===== config.mk =====
export PLATFORM = sky130hd
export DESIGN_NAME = lfu_cache_table_core
export DESIGN_NICKNAME = d
export VERILOG_FILES = /design/src/rtl/lfu_pkg.sv /design/src/rtl/lfu_ram.sv /design/src/rtl/lfu_cache_table_core.sv
export VERILOG_INCLUDE_DIRS = /design/src /design/src/rtl
export SDC_FILE = /design/constraint.sdc
export NUM_CORES = 2
export LEC_CHECK = 0
export BUFFER_PORTS_ARGS = -buffer_cell sky130_fd_sc_hd__buf_2
export CAP_MARGIN = 20
export CELL_PAD_IN_SITES_DETAIL_PLACEMENT = 0
export CELL_PAD_IN_SITES_GLOBAL_PLACEMENT = 1
export CORE_MARGIN = 1.5
export CORE_UTILIZATION = 26
export DETAILED_ROUTE_END_ITERATION = 12
export MAX_ROUTING_LAYER = met4
export PLACE_DENSITY = 0.45
export SYNTH_ARGS = -nofsm -noshare
export SYNTH_HDL_FRONTEND = slang
export SYNTH_HIERARCHICAL = 1
export SYNTH_SLANG_ARGS = --single-unit

===== constraint.sdc =====
create_clock -name i_clk -period 10 [get_ports i_clk]
set_clock_uncertainty 0.2 [all_clocks]
set_input_delay 0.5 -clock i_clk [delete_from_list [all_inputs] [get_ports i_clk]]
set_output_delay 0.5 -clock i_clk [all_outputs]
set_load 0.005 [all_outputs]

===== src/rtl/lfu_cache_table_core_macros.svh =====
// ----------------------------------------------------------------------------
// LFU cache table assertion macros
// Assertion helpers included by the LFU cache table core.
// ----------------------------------------------------------------------------
`ifndef LFU_CACHE_TABLE_CORE_MACROS_SVH
`define LFU_CACHE_TABLE_CORE_MACROS_SVH

// Checks a property on every rising edge outside reset.
`define LFU_ASSERT(lbl, clk, rst_n, prop, msg) \
    lbl: assert property (@(posedge clk) disable iff (!rst_n) (prop)) else $error(msg);

// Checks that one condition implies another on the following edge.
`define LFU_ASSERT_NEXT(lbl, clk, rst_n, cond, prop, msg) \
    lbl: assert property (@(posedge clk) disable iff (!rst_n) (cond) |=> (prop)) \
        else $error(msg);

`endif


===== src/rtl/lfu_pkg.sv =====
// ----------------------------------------------------------------------------
// LFU cache table package
// Sizes, entry layout and control codes shared by the LFU cache table blocks.
// ----------------------------------------------------------------------------
package lfu_pkg;

    localparam int ENTRIES    = 16;
    localparam int COUNT_BITS = 16;
    localparam int KEY_BITS   = 32;
    localparam int DATA_BITS  = 32;
    localparam int IDX_BITS   = (ENTRIES > 1) ? $clog2(ENTRIES) : 1;
    localparam int CAP_BITS   = 5;
    localparam int OCC_BITS   = $clog2(ENTRIES + 1);

    localparam logic [COUNT_BITS-1:0] COUNT_MAX = {COUNT_BITS{1'b1}};
    localparam logic [DATA_BITS-1:0]  MISS_DATA = {DATA_BITS{1'b1}};
    localparam logic [CAP_BITS-1:0]   CAP_RESET = CAP_BITS'(16);

    localparam logic REQ_GET = 1'b0;
    localparam logic REQ_PUT = 1'b1;

    typedef struct packed {
        logic [KEY_BITS-1:0]   key;
        logic [DATA_BITS-1:0]  data;
        logic [COUNT_BITS-1:0] count;
        logic [IDX_BITS-1:0]   rank;
    } t_entry;

    localparam int ENTRY_BITS = $bits(t_entry);

    typedef enum logic [4:0] {
        S_IDLE = 5'b00001,
        S_SCAN = 5'b00010,
        S_DEC  = 5'b00100,
        S_UPD  = 5'b01000,
        S_RESP = 5'b10000
    } t_state;

    typedef enum logic [1:0] {
        OP_NONE,
        OP_TOUCH,
        OP_INSERT,
        OP_EVICT
    } t_op;

endpackage


===== src/rtl/lfu_ram.sv =====
// ----------------------------------------------------------------------------
// LFU entry RAM
// Simple dual-port synchronous RAM, one write and one registered read port.
// ----------------------------------------------------------------------------
module lfu_ram #(
    parameter int DEPTH = 16,
    parameter int WIDTH = 8,
    parameter int ABITS = 4
) (
    input  logic             i_clk,
    input  logic             i_we,
    input  logic [ABITS-1:0] i_waddr,
    input  logic [WIDTH-1:0] i_wdata,
    input  logic [ABITS-1:0] i_raddr,
    output logic [WIDTH-1:0] o_rdata
);

    logic [WIDTH-1:0] mem [DEPTH];
    logic [WIDTH-1:0] r_rdata;

    always_ff @(posedge i_clk) begin
        if (i_we) begin
            mem[i_waddr] <= i_wdata;
        end
        r_rdata <= mem[i_raddr];
    end

    assign o_rdata = r_rdata;

endmodule


===== src/rtl/lfu_cache_table_core.sv =====
// ----------------------------------------------------------------------------
// LFU cache table core
// Key/value table with least-frequently-used replacement, LRU tie break.
// ----------------------------------------------------------------------------
// One request is handled at a time. A request sweeps the entry RAM once to
// find the key and the victim, decides in S_DEC, and for a hit, an insert or
// an eviction sweeps the RAM again to rewrite ranks and counts, then loads
// the result in S_RESP. A get miss or a put at capacity zero skips the second
// sweep. After the result is loaded the block returns to idle and takes the
// next request. The sweeps read one entry at a time because the entry RAM
// has a single read port. The result register lets the next request enter
// while a result waits to be taken.
module lfu_cache_table_core (
    input  logic                          i_clk,
    input  logic                          i_rst_n,
    input  logic                          i_valid,
    output logic                          o_ready,
    input  logic                          i_req_type,
    input  logic signed [lfu_pkg::KEY_BITS-1:0]  i_req_key,
    input  logic signed [lfu_pkg::DATA_BITS-1:0] i_req_value,
    output logic                          o_valid,
    input  logic                          i_ready,
    output logic                          o_hit,
    output logic signed [lfu_pkg::DATA_BITS-1:0] o_read_value,
    output logic                          o_evicted,
    output logic signed [lfu_pkg::KEY_BITS-1:0]  o_evicted_key,
    input  logic                          i_cfg_we,
    input  logic [lfu_pkg::CAP_BITS-1:0]  i_cfg_data
);
    import lfu_pkg::*;

`include "lfu_cache_table_core_macros.svh"

    localparam logic [IDX_BITS-1:0] LAST = IDX_BITS'(ENTRIES - 1);

    t_state                r_state, n_state;
    t_op                   r_op;
    logic [CAP_BITS-1:0]   r_cap;
    logic [OCC_BITS-1:0]   r_occ;
    logic [ENTRIES-1:0]    r_valid;
    logic [IDX_BITS:0]     r_idx;
    logic                  r_rd_vld;
    logic [IDX_BITS-1:0]   r_rd_idx;

    logic                  r_type;
    logic [KEY_BITS-1:0]   r_key;
    logic [DATA_BITS-1:0]  r_val;

    logic                  r_m_found;
    logic [IDX_BITS-1:0]   r_m_idx;
    logic [IDX_BITS-1:0]   r_m_rank;
    logic [DATA_BITS-1:0]  r_m_data;
    logic                  r_v_found;
    logic [IDX_BITS-1:0]   r_v_idx;
    logic [IDX_BITS-1:0]   r_v_rank;
    logic [COUNT_BITS-1:0] r_v_count;
    logic [KEY_BITS-1:0]   r_v_key;

    logic [IDX_BITS-1:0]   r_slot;
    logic                  r_res_hit;
    logic [DATA_BITS-1:0]  r_res_rd;
    logic                  r_res_ev;
    logic [KEY_BITS-1:0]   r_res_evk;

    logic                  r_out_valid;
    logic                  r_out_hit;
    logic [DATA_BITS-1:0]  r_out_rd;
    logic                  r_out_ev;
    logic [KEY_BITS-1:0]   r_out_evk;

    t_op                   n_op;
    logic [ENTRIES-1:0]    n_valid;
    logic [OCC_BITS-1:0]   n_occ;
    logic [IDX_BITS-1:0]   n_slot;
    logic                  n_res_hit;
    logic [DATA_BITS-1:0]  n_res_rd;
    logic                  n_res_ev;
    logic [KEY_BITS-1:0]   n_res_evk;

    t_entry                rd_entry;
    t_entry                wr_entry;
    logic [ENTRY_BITS-1:0] rd_bits;
    logic                  we;
    logic [IDX_BITS-1:0]   raddr;
    logic                  in_xfer;
    logic                  issue;
    logic                  sweep_end;
    logic [OCC_BITS-1:0]   cap_eff;
    logic [IDX_BITS-1:0]   free_ins;
    logic [IDX_BITS-1:0]   free_ev;
    logic [ENTRIES-1:0]    valid_ev;
    logic                  vk;

    assign o_ready   = (r_state == S_IDLE);
    assign in_xfer   = i_valid && o_ready;
    assign issue     = ((r_state == S_SCAN) || (r_state == S_UPD)) && !r_idx[IDX_BITS];
    assign raddr     = r_idx[IDX_BITS-1:0];
    assign sweep_end = r_rd_vld && (r_rd_idx == LAST);
    assign rd_entry  = t_entry'(rd_bits);
    assign vk        = r_valid[r_rd_idx];
    assign cap_eff   = (r_cap > CAP_BITS'(ENTRIES)) ? OCC_BITS'(ENTRIES) : OCC_BITS'(r_cap);

    lfu_ram #(
        .DEPTH (ENTRIES),
        .WIDTH (ENTRY_BITS),
        .ABITS (IDX_BITS)
    ) u_ram (
        .i_clk   (i_clk),
        .i_we    (we),
        .i_waddr (r_rd_idx),
        .i_wdata (wr_entry),
        .i_raddr (raddr),
        .o_rdata (rd_bits)
    );

    // Lowest free slot, before and after the victim is dropped.
    always_comb begin
        valid_ev = r_valid;
        valid_ev[r_v_idx] = 1'b0;
        free_ins = '0;
        free_ev  = '0;
        for (int i = ENTRIES - 1; i >= 0; i--) begin
            if (!r_valid[i]) begin
                free_ins = IDX_BITS'(i);
            end
            if (!valid_ev[i]) begin
                free_ev = IDX_BITS'(i);
            end
        end
    end

    // Outcome of the scan, taken in the decision cycle.
    always_comb begin
        n_op      = OP_NONE;
        n_valid   = r_valid;
        n_occ     = r_occ;
        n_slot    = r_m_idx;
        n_res_hit = 1'b0;
        n_res_rd  = '0;
        n_res_ev  = 1'b0;
        n_res_evk = '0;
        if (r_type == REQ_GET) begin
            n_res_hit = r_m_found;
            n_res_rd  = r_m_found ? r_m_data : MISS_DATA;
            if (r_m_found) begin
                n_op = OP_TOUCH;
            end
        end else if (cap_eff != '0) begin
            if (r_m_found) begin
                n_op      = OP_TOUCH;
                n_res_hit = 1'b1;
            end else if (r_occ >= cap_eff && r_v_found) begin
                n_op             = OP_EVICT;
                n_valid          = valid_ev;
                n_valid[free_ev] = 1'b1;
                n_slot           = free_ev;
                n_res_ev         = 1'b1;
                n_res_evk        = r_v_key;
            end else begin
                n_op              = OP_INSERT;
                n_valid[free_ins] = 1'b1;
                n_occ             = r_occ + OCC_BITS'(1);
                n_slot            = free_ins;
            end
        end
    end

    // Rewrite of one entry during the update sweep.
    always_comb begin
        wr_entry = rd_entry;
        we       = (r_state == S_UPD) && r_rd_vld;
        if (r_rd_idx == r_slot) begin
            if (r_op == OP_TOUCH) begin
                wr_entry.rank = '0;
                if (rd_entry.count != COUNT_MAX) begin
                    wr_entry.count = rd_entry.count + COUNT_BITS'(1);
                end
                if (r_type == REQ_PUT) begin
                    wr_entry.data = r_val;
                end
            end else begin
                wr_entry.key   = r_key;
                wr_entry.data  = r_val;
                wr_entry.count = COUNT_BITS'(1);
                wr_entry.rank  = '0;
            end
        end else if (vk) begin
            case (r_op)
                OP_TOUCH: begin
                    if (rd_entry.rank < r_m_rank) begin
                        wr_entry.rank = rd_entry.rank + IDX_BITS'(1);
                    end
                end
                OP_INSERT: begin
                    wr_entry.rank = rd_entry.rank + IDX_BITS'(1);
                end
                OP_EVICT: begin
                    // Entries newer than the victim age by one; older ones close its gap and age, so keep their rank.
                    if (r_rd_idx != r_v_idx && rd_entry.rank <= r_v_rank) begin
                        wr_entry.rank = rd_entry.rank + IDX_BITS'(1);
                    end
                end
                default: begin
                    wr_entry = rd_entry;
                end
            endcase
        end
    end

    always_comb begin
        n_state = r_state;
        case (r_state)
            S_IDLE: if (in_xfer) n_state = S_SCAN;
            S_SCAN: if (sweep_end) n_state = S_DEC;
            S_DEC: begin
                if ((r_type == REQ_GET && r_m_found) ||
                    (r_type == REQ_PUT && cap_eff != '0)) begin
                    n_state = S_UPD;
                end else begin
                    n_state = S_RESP;
                end
            end
            S_UPD:  if (sweep_end) n_state = S_RESP;
            S_RESP: if (!r_out_valid || i_ready) n_state = S_IDLE;
            default: n_state = S_IDLE;
        endcase
    end

    always_ff @(posedge i_clk) begin
        if (!i_rst_n) begin
            r_state     <= S_IDLE;
            r_cap       <= CAP_RESET;
            r_occ       <= '0;
            r_valid     <= '0;
            r_idx       <= '0;
            r_rd_vld    <= 1'b0;
            r_out_valid <= 1'b0;
            r_op        <= OP_NONE;
        end else begin
            r_state  <= n_state;
            r_rd_vld <= issue;
            if (i_cfg_we) begin
                r_cap <= i_cfg_data;
            end
            if (issue) begin
                r_idx <= r_idx + (IDX_BITS+1)'(1);
            end else if (r_state == S_DEC || r_state == S_IDLE) begin
                r_idx <= '0;
            end
            if (r_state == S_DEC) begin
                r_op    <= n_op;
                r_valid <= n_valid;
                r_occ   <= n_occ;
            end
            if (r_state == S_RESP) begin
                if (!r_out_valid || i_ready) begin
                    r_out_valid <= 1'b1;
                end
            end else if (i_ready) begin
                r_out_valid <= 1'b0;
            end
        end
    end

    always_ff @(posedge i_clk) begin
        if (in_xfer) begin
            r_type    <= i_req_type;
            r_key     <= i_req_key;
            r_val     <= i_req_value;
            r_m_found <= 1'b0;
            r_v_found <= 1'b0;
        end
        if (issue) begin
            r_rd_idx <= raddr;
        end
        if (r_state == S_SCAN && r_rd_vld && vk) begin
            if (!r_m_found && rd_entry.key == r_key) begin
                r_m_found <= 1'b1;
                r_m_idx   <= r_rd_idx;
                r_m_rank  <= rd_entry.rank;
                r_m_data  <= rd_entry.data;
            end
            if (!r_v_found || rd_entry.count < r_v_count ||
                (rd_entry.count == r_v_count && rd_entry.rank > r_v_rank)) begin
                r_v_found <= 1'b1;
                r_v_idx   <= r_rd_idx;
                r_v_rank  <= rd_entry.rank;
                r_v_count <= rd_entry.count;
                r_v_key   <= rd_entry.key;
            end
        end
        if (r_state == S_DEC) begin
            r_res_hit <= n_res_hit;
            r_res_rd  <= n_res_rd;
            r_res_ev  <= n_res_ev;
            r_res_evk <= n_res_evk;
            r_slot    <= n_slot;
        end
        if (r_state == S_RESP && (!r_out_valid || i_ready)) begin
            r_out_hit <= r_res_hit;
            r_out_rd  <= r_res_rd;
            r_out_ev  <= r_res_ev;
            r_out_evk <= r_res_evk;
        end
    end

    assign o_valid       = r_out_valid;
    assign o_hit         = r_out_hit;
    assign o_read_value  = r_out_rd;
    assign o_evicted     = r_out_ev;
    assign o_evicted_key = r_out_evk;

    `LFU_ASSERT(a_occ_matches_valid, i_clk, i_rst_n, r_occ == OCC_BITS'($countones(r_valid)), "occupancy does not match valid bits")
    `LFU_ASSERT(a_upd_has_op, i_clk, i_rst_n, (r_state != S_UPD) || (r_op != OP_NONE), "update sweep without an operation")
    `LFU_ASSERT_NEXT(a_xfer_starts_scan, i_clk, i_rst_n, in_xfer, r_state == S_SCAN, "accepted transfer did not start a scan")

endmodule


# Word level (Yosys, flattened, before mapping)

Memory sizes are Yosys's and may differ from the RTL's. A register that Yosys moved wholly into a read port is not among the register bits.
Cells that the tools add are included.

$add $sub $neg: 4
Order comparisons: 13
Eq/ne operators: 18
Mux-type cells: 84
Bitwise logic cells: 8
Reductions and logical operators: 37

Operators with widths:

| operator                                                          | count |
|---|---|
| 2-to-1 mux 4 bit                                                  | 39 |
| 2-to-1 mux 32 bit                                                 | 3 |
| 2-to-1 mux 84 bit                                                 | 1 |
| 2-to-1 mux 52 bit                                                 | 1 |
| 2-to-1 mux 5 bit                                                  | 8 |
| equality test 32 bit                                              | 1 |
| 2-to-1 mux 16 bit                                                 | 2 |
| OR 16 bit                                                         | 2 |
| case mux 5 bit (5 select lines)                                   | 1 |
| 2-to-1 mux 1 bit                                                  | 21 |
| < comparator 4 x 5 -> 1 bit, second input constant                | 4 |
| adder 16 x 1 -> 16 bit, second input constant                     | 1 |
| bitwise AND 16 bit                                                | 1 |
| equality test 16 bit                                              | 1 |
| logical AND 1 bit                                                 | 16 |
| < comparator 16 bit                                               | 1 |
| != test 16 bit, second input constant                             | 1 |
| inverter 16 bit                                                   | 1 |
| demux 1 bit (select 4 bit)                                        | 3 |
| greater-or-equal comparator 4 x 1 -> 1 bit, second input constant | 3 |
| case mux 4 bit (3 select lines)                                   | 1 |
| adder 5 x 1 -> 5 bit, second input constant                       | 2 |
| AND reduction 4 bit                                               | 2 |
| logical OR 1 bit                                                  | 6 |
| other kinds (28)                                                  | 42 |

Bits in registers: 343
RAM bits: 1344
Bits of input ports: 75
Output and inout bits: 68
Logic and storage cells: 195
Memories kept: 1

Memories:

| name      | depth | width | rd ports | clocked after memory_dff | wr ports | RTL line      | RTL |
|---|---|---|---|---|---|---|---|
| u_ram.mem | 16    | 84    | 1        | 1                        | 1        | lfu_ram.sv:18 | `logic [WIDTH-1:0] mem [DEPTH];` |

# Logic depth before layout (Yosys ltp)

Word-level depth: 28
Mapped depth: 11
Depth with buffers taken out: 10

# Modules after synthesis

Netlist, hierarchy kept.

By module, submodules not included:

| module               | times used | cells each | area an instance (um^2) | sequential area each (um^2) |
|---|---|---|---|---|
| lfu_ram              | 1          | 2154       | 52052.4                 | 42040.3 |
| lfu_cache_table_core | 1          | 1191       | 14990.6                 | 9879.5 |

# Worst setup path before layout

OpenSTA, ideal clock, no wires.

Path kind: register -> register
Start: register r_state[1]
End: memory u_ram/mem[0][0] (netlist bit) (enable)
Setup time: 0.629 ns
Arrival time: 7.335 ns
Required time: 9.171 ns
Setup slack: 1.835 ns
Stages on the path, launching flop included: 6
Path buffers: 1
Period minus slack after synthesis: 8.165 ns
Cells stage by stage: dfxtp_1 buf_2 or2_2 nor4_1 or3b_2 nor3_1

Longest elaborated chain between the ends: 4

Ends and longest elaborated chain:

| element                                | RTL line                    | RTL |
|---|---|---|
| from (decl)                            | lfu_cache_table_core.sv:36  | `t_state r_state, n_state;` |
| from (signal assigned)                 | lfu_cache_table_core.sv:240 | `r_state <= n_state;` |
| equality test 5 x 4 -> 1 bit           | lfu_cache_table_core.sv:171 | `we = (r_state == S_UPD) && r_rd_vld;` |
| logical AND 1 bit                      | lfu_cache_table_core.sv:171 |  |
| named net we                           | lfu_cache_table_core.sv:83  | `logic we;` |
| 2-to-1 mux 1 bit                       | lfu_ram.sv:22               | `if (i_we) begin` |
| 2-to-1 mux 1 bit (not written as such) | lfu_ram.sv:23               | `mem[i_waddr] <= i_wdata;` |
| to (decl)                              | lfu_ram.sv:18               |  |

The timed path passes the listed nets, and every way through them passes these cells.

# Worst setup path in the final report

Start: register r_state[1]
End: memory u_ram/mem[10][45] (netlist bit) (enable)

The elaborated chain is that of the path after synthesis.

==> flow_summary.json <==
{
  "antenna_left": 0,
  "p_int_uw": 12290,
  "seqPwrFrac": 0.520,
  "yosys_warnings": 6,
  "setup-tns-final_ps": 0,
  "drtPass1Iterations": 5,
  "synth_edf_count": 1645,
  "largest_reg_flops": 1344,
  "netlist_area_um2": 67040,
  "grt_pass1_vias": 34320,
  "drive_gt1_frac": 0.2558,
  "hold_path_class": "in2reg",
  "io_pins": 143,
  "max_freq_mhz": 219.9,
  "portBuffers": 142,
  "ys_seq_area_frac": 0.7744,
  "slowest_delay_ps": 840,
  "htree_levels": 4,
  "period_needed_ps": 4547,
  "hold_viol_final": 0,
  "drc": 0,
  "preCtsSetupSlack_ps": 5399,
  "fin_nets": 3797,
  "syn-mean-instance-area_um2": 20.04,
  "p_sw_uw": 3292,
  "hold_start": "i_req_value[28]",
  "clockRootBuffer": "clkbuf_16",
  "die_y_um": 510.8,
  "hold_end": "r_val[28]",
  "grt_setup_unrepaired": "no",
  "top_register": "u_ram/mem",
  "path_buf_inv": 2,
  "start_util": 0.2612,
  "synth_top_area_share": 0.7368,
  "reg2regPathDepth": 6,
  "max_cap_viol_count": 0,
  "drt-initial-drc-count": 2438,
  "area_growth_pct": 18.58,
  "p_leak_uw": 0.02499,
  "path_cells": "or2_2 > nor4_1 > nand3b_1 > nor2_4 > buf_4 > buf_4",
  "clk_pin_slew_ps": 70,
  "p_clk_frac": 0.463,
  "hold_slack_ps": 143.2,
  "maxSlewHeadroom": 0.2621,
  "cts_buffers": 198,
  "grt-ovfl-total": 0,
  "yosys.area.top_type": "edfxtp_1",
  "cts.sinks": 1771,
  "worstReg2RegStart": "r_state[1]",
  "setup_violations": 0,
  "synth_area_leaders": "edfxtp_1 74%, mux4_2 11%, dfxtp_1 3.8%, a22oi_1 1.5%, nand2_1 1.3%",
  "vias": 32550,
  "worst_setup_path_end_kind": "flip-flop",
  "syn-instance-count": 3345,
  "utilization": 0.3097,
  "start_kind": "flip-flop",
  "core_um2": 256700,
  "fin_ws_ps": 5453,
  "cp_data_arrival_time_ps": 4780,
  "cts_tree": "done",
  "vdd_drop_max_mv": 0.1490,
  "ys.flop_type": "edfxtp_1",
  "async_flop_share": 0,
  "cpMostUsedCell": "buf_4",
  "path_delay_family": "simple AND/OR/NAND/NOR gates",
  "hpwlAfterDp_mm": 97.32,
  "gp_congestion": 0.7329,
  "startpoint": "r_state[1]",
  "crit_fanout": 44,
  "wirelength_mm": 179.5,
  "wl_per_cell_um": 24.75,
  "antenna_found_initial": 14,
  "track_usage": 0.1405,
  "period_share": 0.4547,
  "crit_slowest_cell": "buf_4",
  "cts_setup_buffers": 0,
  "clk_latency_ps": 860,
  "synthesis.nets": 3452,
  "die_w_um": 510.8,
  "layout_common_cells": "1645 x edfxtp_1, 340 x mux4_2, 233 x nand2_1",
  "switching_share": 0.2113,
  "grt_pass1_wl_mm": 257.7,
  "yosysUniqueCellTypes": 72,
  "rows": 186,
  "combinationalPowerShare": 0.018,
  "synth-seq-cells": 1771,
  "critPathKind": "reg2reg",
  "worstReg2RegEnd": "u_ram/mem[10][45]",
  "worst_ep_required_time_ps": 10240,
  "powerDensity_nw_per_um2": 196.0,
  "status": "complete, no violations",
  "vias_per_cell": 4.488,
  "grt_max_degree": 109,
  "slew_viol_final": 0,
  "holdPathStages": 2,
  "reg2reg_slack_ps": 5450,
  "die_area_um2": 260900,
  "clk_path_buf_depth": 3,
  "final_common_cell": "edfxtp_1",
  "tightest_slew_ps": 1107
}
## cell type report
class	instances	area, um2
clock buffers	275	5464
diodes	1	2.502
repair buffers	309	2245
multi-input cells	1336	14260
flip-flops and latches	1771	51930
well taps	3384	4234
inverters	74	282.8
clock inverters	102	1086
fillers	24900	177200
## power by group through the flow
stage,clock (uW),sequential [uW],combinational (uW)
after floorplan,0,8230,156
after global placement,0,8250,253
after detailed placement,0,8250,254
after CTS,7470,8100,282
after global routing,7740,8100,301
final,7210,8100,273
## stage by stage
stage	total power, uW	std cells	area [um2]
global placement	8508	6783	72030
CTS	15850	7240	79380
detailed placement	8507	6784	72040
global route	16140	7252	79500
floorplan	8386	3345	67040
finish	15580	7252	79500
## synthesized netlist by cell type, drive strengths merged, types with 18 or more instances
master	count
nor2	83
a21oi	79
and2	37
inv	73
nor3	24
nand3	23
mux2	32
nand4	18
buf	91
xnor2	22
ha	32
dfxtp	126
nand2	235
a22oi	170
edfxtp	1645
mux4	340
clkbuf	73
o21ai	42
xor2	37
## timing repair
item	in CTS	in global routing
resized for setup	0	0
hold buffers	79	0
endpoints found under the setup margin	0	0
hold endpoints to repair	84	0
## how the worst max path moves through the flow
stage | end | depth (start not counted)
floorplan | u_ram/mem[0][0] | 5
global placement | u_ram/mem[11][29] | 6
detailed placement | u_ram/mem[10][49] | 6
CTS | u_ram/mem[10][45] | 6
global route | u_ram/mem[10][45] | 6
finish | u_ram/mem[10][45] | 6
## per-layer routing
| layer | track usage | vias up | wire [um] |
|---|---|---|---|
| met5 | - | - | 0 |
| met4 | 0.03377 | 0 | 3257 |
| met3 | 0.02350 | 216 | 7666 |
| met2 | 0.2163 | 720 | 83660 |
| met1 | 0.1933 | 17320 | 84920 |
| li1 | - | 14290 | - |
## logic make-up (layout without fill, tap and decap cells)
group | after synthesis | count (layout) | synth area share
adders and majority gates | 32 | 32 | 0.005972
AOI/OAI and AO/OA | 367 | 367 | 0.04068
and+or+nand+nor | 498 | 498 | 0.03477
other | 0 | 1 | 0
xor gates and xnor gates | 59 | 59 | 0.007708
DFF | 1771 | 1771 | 0.7744
muxes | 380 | 380 | 0.1208
buffers and inverters | 238 | 760 | 0.01566
(Power assumes the default switching activity.)
